$ cat src/amdfs_pkg.sv
// shared types and constants of the adjacency matrix depth-first search unit
package amdfs_pkg;

  localparam int NumVertices = 8;
  localparam int VertexW     = $clog2(NumVertices);
  localparam int DepthW      = $clog2(NumVertices + 1);
  localparam int CountW      = 4;
  localparam int CfgIndexW   = 1;
  localparam int CfgDataW    = 4;
  localparam int InDataW     = 16;
  localparam int OutDataW    = 8;

  localparam logic [CfgIndexW-1:0] CfgCoverAll    = 1'b0;
  localparam logic [CfgIndexW-1:0] CfgVertexCount = 1'b1;

  localparam logic CmdLoad = 1'b0;
  localparam logic CmdRun  = 1'b1;

  typedef enum logic [1:0] {
    StIdle,
    StStart,
    StStep,
    StFlush
  } amdfs_state_e;

  typedef struct packed {
    logic load_row;
    logic start_run;
    logic visit;
    logic from_start;
    logic pop;
    logic flush;
  } amdfs_cmd_t;

  typedef struct packed {
    logic start_ok;
    logic found;
    logic stack_empty;
    logic stack_room;
    logic emit_ok;
    logic flush_ok;
    logic pending;
    logic cover_all;
  } amdfs_sts_t;

endpackage

$ cat src/amdfs_datapath.sv
// datapath: config registers, adjacency rows, visited map, walk stack and result staging
module amdfs_datapath (
  input  logic                                  clk_i,
  input  logic                                  rst_ni,
  input  logic                                  cfg_valid_i,
  input  logic [amdfs_pkg::CfgIndexW-1:0]       cfg_index_i,
  input  logic [amdfs_pkg::CfgDataW-1:0]        cfg_data_i,
  input  logic [amdfs_pkg::VertexW-1:0]         row_index_i,
  input  logic [amdfs_pkg::NumVertices-1:0]     row_bits_i,
  input  logic [amdfs_pkg::VertexW-1:0]         start_vertex_i,
  input  amdfs_pkg::amdfs_cmd_t                 cmd_i,
  output amdfs_pkg::amdfs_sts_t                 sts_o,
  input  logic                                  out_ready_i,
  output logic                                  out_valid_o,
  output logic [amdfs_pkg::VertexW-1:0]         out_vertex_o,
  output logic                                  out_last_o
);

  localparam int NV = amdfs_pkg::NumVertices;
  localparam int VW = amdfs_pkg::VertexW;
  localparam int DW = amdfs_pkg::DepthW;

  logic                              cover_all_q;
  logic [amdfs_pkg::CountW-1:0]      vcount_q;
  logic [NV-1:0]                     adj_q [NV];
  logic [VW-1:0]                     stack_q [NV];
  logic [DW-1:0]                     depth_q, depth_d;
  logic [NV-1:0]                     visited_q, visited_d;
  logic [VW-1:0]                     start_q;
  logic                              pend_valid_q, pend_valid_d;
  logic [VW-1:0]                     pend_vertex_q;
  logic                              out_valid_q, out_valid_d;
  logic [VW-1:0]                     out_vertex_q;
  logic                              out_last_q;

  logic [DW-1:0]                     n_active;
  logic [NV-1:0]                     active_mask;
  logic [DW-1:0]                     top;
  logic [NV-1:0]                     base_row;
  logic [NV-1:0]                     cand;
  logic [VW-1:0]                     found_idx;
  logic [VW-1:0]                     visit_vertex;

  // clamp vertex count to 1..NumVertices
  always_comb begin
    if (vcount_q == '0) begin
      n_active = DW'(1);
    end else if (32'(vcount_q) > NV) begin
      n_active = DW'(NV);
    end else begin
      n_active = DW'(vcount_q);
    end
    for (int j = 0; j < NV; j++) begin
      active_mask[j] = (j < 32'(n_active));
    end
  end

  assign top      = depth_q - DW'(1);
  assign base_row = (depth_q == '0) ? '1 : adj_q[stack_q[top[VW-1:0]]];
  assign cand     = base_row & ~visited_q & active_mask;

  // lowest set candidate wins
  always_comb begin
    found_idx = '0;
    for (int j = NV - 1; j >= 0; j--) begin
      if (cand[j]) begin
        found_idx = VW'(j);
      end
    end
  end

  assign visit_vertex = cmd_i.from_start ? start_q : found_idx;

  always_comb begin
    visited_d    = visited_q;
    depth_d      = depth_q;
    pend_valid_d = pend_valid_q;
    out_valid_d  = out_valid_q;
    if (out_valid_q && out_ready_i) begin
      out_valid_d = 1'b0;
    end
    if (cmd_i.start_run) begin
      visited_d = '0;
      depth_d   = '0;
    end
    if (cmd_i.visit) begin
      visited_d    = visited_q | (NV'(1) << visit_vertex);
      depth_d      = depth_q + DW'(1);
      pend_valid_d = 1'b1;
      if (pend_valid_q) begin
        out_valid_d = 1'b1;
      end
    end
    if (cmd_i.pop) begin
      depth_d = depth_q - DW'(1);
    end
    if (cmd_i.flush) begin
      pend_valid_d = 1'b0;
      out_valid_d  = 1'b1;
    end
  end

  always_ff @(posedge clk_i or negedge rst_ni) begin
    if (!rst_ni) begin
      cover_all_q  <= 1'b0;
      vcount_q     <= amdfs_pkg::CountW'(NV);
      visited_q    <= '0;
      depth_q      <= '0;
      pend_valid_q <= 1'b0;
      out_valid_q  <= 1'b0;
    end else begin
      if (cfg_valid_i) begin
        unique case (cfg_index_i)
          amdfs_pkg::CfgCoverAll:    cover_all_q <= cfg_data_i[0];
          amdfs_pkg::CfgVertexCount: vcount_q    <= cfg_data_i;
          default: ;
        endcase
      end
      visited_q    <= visited_d;
      depth_q      <= depth_d;
      pend_valid_q <= pend_valid_d;
      out_valid_q  <= out_valid_d;
    end
  end

  always_ff @(posedge clk_i) begin
    if (cmd_i.load_row && (32'(row_index_i) < NV)) begin
      adj_q[row_index_i] <= row_bits_i;
    end
    if (cmd_i.start_run) begin
      start_q <= start_vertex_i;
    end
    if (cmd_i.visit) begin
      stack_q[depth_q[VW-1:0]] <= visit_vertex;
      pend_vertex_q            <= visit_vertex;
      if (pend_valid_q) begin
        out_vertex_q <= pend_vertex_q;
        out_last_q   <= 1'b0;
      end
    end
    if (cmd_i.flush) begin
      out_vertex_q <= pend_vertex_q;
      out_last_q   <= 1'b1;
    end
  end

  assign sts_o.start_ok    = (DW'(start_q) < n_active);
  assign sts_o.found       = |cand;
  assign sts_o.stack_empty = (depth_q == '0);
  assign sts_o.stack_room  = (depth_q < n_active);
  assign sts_o.emit_ok     = !pend_valid_q || !out_valid_q || out_ready_i;
  assign sts_o.flush_ok    = !out_valid_q || out_ready_i;
  assign sts_o.pending     = pend_valid_q;
  assign sts_o.cover_all   = cover_all_q;

  assign out_valid_o  = out_valid_q;
  assign out_vertex_o = out_vertex_q;
  assign out_last_o   = out_last_q;

endmodule

$ cat src/amdfs_ctrl.sv
// controller: sequences loads, stack pushes and pops, restarts and the final flush
module amdfs_ctrl (
  input  logic                  clk_i,
  input  logic                  rst_ni,
  input  logic                  in_valid_i,
  output logic                  in_ready_o,
  input  logic                  in_command_i,
  input  amdfs_pkg::amdfs_sts_t sts_i,
  output amdfs_pkg::amdfs_cmd_t cmd_o
);

  amdfs_pkg::amdfs_state_e state_q, state_d;

  always_ff @(posedge clk_i or negedge rst_ni) begin
    if (!rst_ni) begin
      state_q <= amdfs_pkg::StIdle;
    end else begin
      state_q <= state_d;
    end
  end

  always_comb begin
    state_d    = state_q;
    in_ready_o = 1'b0;
    cmd_o      = '0;
    unique case (state_q)
      amdfs_pkg::StIdle: begin
        in_ready_o = 1'b1;
        if (in_valid_i) begin
          if (in_command_i == amdfs_pkg::CmdLoad) begin
            cmd_o.load_row = 1'b1;
          end else begin
            cmd_o.start_run = 1'b1;
            state_d         = amdfs_pkg::StStart;
          end
        end
      end
      amdfs_pkg::StStart: begin
        if (!sts_i.start_ok) begin
          state_d = amdfs_pkg::StStep;
        end else if (sts_i.emit_ok) begin
          cmd_o.visit      = 1'b1;
          cmd_o.from_start = 1'b1;
          state_d          = amdfs_pkg::StStep;
        end
      end
      amdfs_pkg::StStep: begin
        if (!sts_i.stack_empty) begin
          if (sts_i.found && sts_i.stack_room) begin
            cmd_o.visit = sts_i.emit_ok;
          end else begin
            cmd_o.pop = 1'b1;
          end
        end else if (sts_i.cover_all && sts_i.found) begin
          // restart from the lowest unvisited vertex
          cmd_o.visit = sts_i.emit_ok;
        end else begin
          state_d = amdfs_pkg::StFlush;
        end
      end
      amdfs_pkg::StFlush: begin
        if (!sts_i.pending) begin
          state_d = amdfs_pkg::StIdle;
        end else if (sts_i.flush_ok) begin
          cmd_o.flush = 1'b1;
          state_d     = amdfs_pkg::StIdle;
        end
      end
    endcase
  end

endmodule

$ cat src/adjacency_matrix_dfs_unit.sv
// Depth-first search over an adjacency matrix of up to eight vertices. A load transfer
// (tuser 0) writes one adjacency row. A run transfer (tuser 1) walks the graph from the
// start vertex, lowest-numbered unvisited neighbor first, and sends one result per newly
// visited vertex, tlast on the final one; with cover_all set the walk restarts from each
// remaining unvisited vertex in index order. A run is accepted, then passes a start step,
// one step per stack push or pop (restarts included), a final empty-stack check and a
// flush step; output back-pressure adds stalls. Rows must be loaded before a run reads
// them.
module adjacency_matrix_dfs_unit (
  input  logic                                clk_i,
  input  logic                                rst_ni,
  input  logic                                s_axis_tvalid,
  output logic                                s_axis_tready,
  input  logic [amdfs_pkg::InDataW-1:0]       s_axis_tdata,  // row_index, row_bits, start_vertex
  input  logic                                s_axis_tuser,  // command
  output logic                                m_axis_tvalid,
  input  logic                                m_axis_tready,
  output logic [amdfs_pkg::OutDataW-1:0]      m_axis_tdata,  // visited_vertex
  output logic                                m_axis_tlast,
  input  logic                                cfg_valid_i,
  output logic                                cfg_ready_o,
  input  logic [amdfs_pkg::CfgIndexW-1:0]     cfg_index_i,
  input  logic [amdfs_pkg::CfgDataW-1:0]      cfg_data_i
);

  localparam int VW = amdfs_pkg::VertexW;
  localparam int NV = amdfs_pkg::NumVertices;

  amdfs_pkg::amdfs_cmd_t cmd;
  amdfs_pkg::amdfs_sts_t sts;
  logic [VW-1:0]         out_vertex;

  assign cfg_ready_o = 1'b1;

  amdfs_ctrl u_ctrl (
    .clk_i       (clk_i),
    .rst_ni      (rst_ni),
    .in_valid_i  (s_axis_tvalid),
    .in_ready_o  (s_axis_tready),
    .in_command_i(s_axis_tuser),
    .sts_i       (sts),
    .cmd_o       (cmd)
  );

  amdfs_datapath u_datapath (
    .clk_i         (clk_i),
    .rst_ni        (rst_ni),
    .cfg_valid_i   (cfg_valid_i),
    .cfg_index_i   (cfg_index_i),
    .cfg_data_i    (cfg_data_i),
    .row_index_i   (s_axis_tdata[VW-1:0]),
    .row_bits_i    (s_axis_tdata[VW+NV-1:VW]),
    .start_vertex_i(s_axis_tdata[2*VW+NV-1:VW+NV]),
    .cmd_i         (cmd),
    .sts_o         (sts),
    .out_ready_i   (m_axis_tready),
    .out_valid_o   (m_axis_tvalid),
    .out_vertex_o  (out_vertex),
    .out_last_o    (m_axis_tlast)
  );

  assign m_axis_tdata = amdfs_pkg::OutDataW'(out_vertex);

endmodule

$ cat config.mk
export PLATFORM = sky130hd
export DESIGN_NAME = adjacency_matrix_dfs_unit
export DESIGN_NICKNAME = d
export VERILOG_FILES = /design/src/amdfs_pkg.sv /design/src/amdfs_datapath.sv /design/src/amdfs_ctrl.sv /design/src/adjacency_matrix_dfs_unit.sv
export SDC_FILE = /design/constraint.sdc
export NUM_CORES = 1
export LEC_CHECK = 0
export ABC_AREA = 0
export BUFFER_PORTS_ARGS = -buffer_cell sky130_fd_sc_hd__buf_2
export CAP_MARGIN = 10
export CORE_ASPECT_RATIO = 2
export CORE_UTILIZATION = 33
export DETAILED_ROUTE_END_ITERATION = 8
export REMOVE_ABC_BUFFERS = 1
export SYNTH_ARGS = -nofsm -noshare
export SYNTH_HDL_FRONTEND = slang
export SYNTH_HIERARCHICAL = 1
export SYNTH_SLANG_ARGS = --single-unit
export TNS_END_PERCENT = 5
$ cat constraint.sdc
create_clock -name clk_i -period 4.7 [get_ports clk_i]
set_input_delay 0.94 -clock clk_i [delete_from_list [all_inputs] [get_ports clk_i]]
set_output_delay 0.94 -clock clk_i [all_outputs]
set_load 0.02 [all_outputs]
==> impl_summary.log <==
INFO  metric grt_setup_unrepaired = false
INFO  metric syn_to_final_growth = 19.6%
INFO  metric setup.worst_path.class = register to register
INFO  metric worstSetupEndpointType = register
INFO  metric synth_seq_cells = 119
INFO  metric post-synth-top-count-cell = sky130_fd_sc_hd__edfxtp_1
INFO  metric sum_of_net_half_perimeters_after_detailed_placement = 8810 microns
INFO  metric fillers = 1471
INFO  metric min_path_type = register to register
INFO  metric die_width = 93.3 microns
INFO  metric fin_worst_skew = 0.0103 ns
INFO  metric synth_area_per_cell = 14.3 sq um
INFO  metric seqCellArea = 3460 sq um
INFO  metric yosysUniqueCellTypes = 67
INFO  metric globalRoute.totalOverflow = 0
INFO  metric finalHoldViolations = 0
INFO  metric post_synth_inst_count = 384
INFO  metric number_of_drc_violations_after_detailed_routing_iteration_0 = 175
INFO  metric cp_data_arrival_time = 4.36 ns
INFO  metric timing.final.crit_share = 91.7%
INFO  metric count_of_unresolved_drc_violations_after_routing = 0
INFO  metric floorplan.rows = 66
INFO  metric synth_edf_count = 97
INFO  metric cts_setup_buffers = 0
INFO  metric synth_top_cell_by_area = sky130_fd_sc_hd__edfxtp_1
INFO  metric floorplan.initialDensity = 33.8%
INFO  metric htree_levels = 4
INFO  metric fin_nets = 473
INFO  metric cts_hold_buf = 0
INFO  metric die_h = 185 microns
INFO  metric path_clk_slew = 0.06 ns
INFO  metric gr-usage-all-layers = 14.8%
INFO  metric clock_insertion_delay_worst_skew = 0.41 ns
INFO  metric ordered_list_of_cells_on_the_worst_path = inv_1, ha_1, mux4_1, mux2_2, buf_4, mux2i_1, a22oi_1, and3_4, nor4b_4, nand2b_1, nand3_1, a21oi_1, buf_12, nand2_1, nor3_1
INFO  metric cts_buffer_depth = 2
INFO  metric synth_top_cells_by_area = sky130_fd_sc_hd__edfxtp_1 (53%), sky130_fd_sc_hd__dfrtp_1 (9.1%), sky130_fd_sc_hd__mux2i_1 (4.9%)
INFO  metric synth_async_sr_flop_share = 17.6%
INFO  metric post-route-min-period = 4.31 ns
INFO  metric dieArea = 17200 sq um
INFO  metric status = completed
INFO  metric multi_input_gate_area_in_the_final_layout = 1890 sq um
INFO  metric share_of_post_route_cells_with_drive_strength_above_1 = 24.4%
INFO  metric cts_num_sinks = 119
INFO  metric timing.max_cap.violations = 0
INFO  metric worst_path_slowest_cell = sky130_fd_sc_hd__mux2_2
INFO  metric pin_count_of_the_biggest_net_entering_global_routing = 22
INFO  metric antenna_found_initial = 0
INFO  metric drt.antenna.violating_nets = 0
INFO  metric timing.final.setup_violations = 0
INFO  metric design.core.area = 16300 sq um
INFO  metric critical_path.max_fanout = 21
INFO  metric yosys.area.top_type_share = 52.9%
INFO  metric first_global_vias = 3478
INFO  metric cts_made_buffers = 17
INFO  metric globalplace.congestion = 0.835
INFO  metric max_slew.worst_pin.slew = 0.899 ns
INFO  metric wire_length_of_the_first_global_routing_pass = 18000 microns
INFO  metric synth_sequential_area_ratio = 62.9%
INFO  metric synth.yosys.warnings = 6
INFO  metric cts_resized = 0
INFO  metric final_core_util = 40.5%
INFO  metric route.detailed.wl_per_inst = 18.1 microns
INFO  metric worst_ep_required_time = 4.75 ns
INFO  metric largest_stage_delay_on_the_critical_path = 0.53 ns
INFO  metric clock.fmax = 232 MHz
INFO  metric max-slew-margin-rel = 39.8%
INFO  metric tritoncts = done
INFO  metric top_level_ports = 39
INFO  metric via_count = 3264
INFO  metric finalMaxSlewViolations = 0
INFO  metric antenna-diode-count = 0
INFO  metric mappedNetlistArea = 5500 sq um
INFO  metric buffer_ports.inserted = 30
INFO  metric crit_path_start_kind = register
INFO  metric post_detailed_route_via_to_cell_ratio = 5.02
INFO  metric synth_top_flop_cell = sky130_fd_sc_hd__edfxtp_1
INFO  metric synth.cells.most_frequent = sky130_fd_sc_hd__edfxtp_1 (97), sky130_fd_sc_hd__nand2_1 (38), sky130_fd_sc_hd__mux2i_1 (27), sky130_fd_sc_hd__nor2_1 (24), sky130_fd_sc_hd__dfrtp_1 (20)
INFO  metric clockRootBuffer = sky130_fd_sc_hd__clkbuf_16
INFO  metric route.final.wire_length = 11800 microns
INFO  metric drtPass1Iterations = 4
==> worst paths after layout <==
check                      cells after the start                         end                         from  slack, ns
hold reg to reg                                0  u_datapath/out_vertex_o[0]  u_datapath/pend_vertex_q[0]       0.42
min in group asynchronous                      1           u_ctrl/state_q[1]                       rst_ni       0.51
setup reg to reg                              15    u_datapath/stack_q[1][2]        u_datapath/depth_q[0]       0.39
setup / recovery                              15    u_datapath/stack_q[1][2]        u_datapath/depth_q[0]       0.39
hold / removal                                 0  u_datapath/out_vertex_o[0]  u_datapath/pend_vertex_q[0]       0.42
max in group asynchronous                      1      u_datapath/vcount_q[3]                       rst_ni       3.82
==> area by class of cell <==
cell class | instances | share of cell area [%]
timing repair buffer | 43 | 3.95
tap | 204 | 3.88
sequential | 119 | 52.6
clock buffer | 17 | 6.46
inverter | 11 | 0.627
multi-input combinational | 241 | 28.7
clock inverter | 15 | 3.80
==> logic make-up after synthesis <==
| family | share of synthesized area (%) |
|---|---|
| fa+ha+maj | 2.96 |
| flops | 62.9 |
| mux | 9.69 |
| other cells | 0.136 |
| xor+xnor | 0.932 |
| simple gates | 11.4 |
| compound gates | 8.91 |
| buf+inv | 3.07 |
==> state kept, by name, indices dropped and copies added (netlist names) <==
register / flops
u_datapath/pend_valid_q: 1
u_datapath/adj_q: 64
u_datapath/stack_q: 24
u_datapath/out_vertex_o: 3
u_ctrl/state_q: 2
u_datapath/out_valid_o: 1
u_datapath/depth_q: 4
u_datapath/vcount_q: 4
u_datapath/pend_vertex_q: 3
u_datapath/out_last_o: 1
u_datapath/cover_all_q: 1
u_datapath/start_q: 3
u_datapath/visited_q: 8
==> cell usage in the layout (no fill, tap or decap), drive strengths merged, types with 8 or more instances in the layout <==
master / count
a21oi: 8
a22oi: 9
buf: 43
clkbuf: 17
dfrtp: 20
edfxtp: 97
ha: 13
inv: 13
mux2: 8
mux2i: 28
nand2: 39
nand2b: 10
nand3: 11
nor2: 24
nor3: 11
o21ai: 10
==> per-layer routing <==
metal  part of all wire (%)  vias to the layer above  GRT usage [%]  wire (microns)
li1                       -                     1545              -               -
met1                     32                     1604           12.4            3800
met2                     61                       84           28.9            7160
met3                    2.6                       31           3.47             301
met4                    4.3                        0           10.6             509
met5                      0                        -              0               0
==> metrics by stage <==
step | instance area (sq um) | instances | setup slack [ns] | hold WS, ns | TNS, ns
global route | 6580 | 650 | 0.0865 | 0.432 | 0
detailed placement | 5910 | 618 | 0.419 | 0.408 | 0
finish | 6580 | 650 | 0.392 | 0.419 | 0
global placement | 5910 | 618 | 0.439 | 0.404 | 0
CTS | 6580 | 650 | 0.344 | 0.422 | 0
floorplan | 5390 | 371 | -0.111 | 0.400 | -0.694
==> critical path: cells and delay by family, from the launching register on <==
family                   cells  cell delay, ns
AND/OR/NAND/NOR              6            1.15
flip-flops                   1            0.34
buffers and inverters        3            0.51
AO/OA/AOI/OAI                2            0.46
multiplexers                 3            1.03
adder cells (fa/ha/maj)      1            0.43
Power is left out: the tool's default activity adds up to more than one toggle a clock period on the data nets, which glitch-free logic cannot reach.
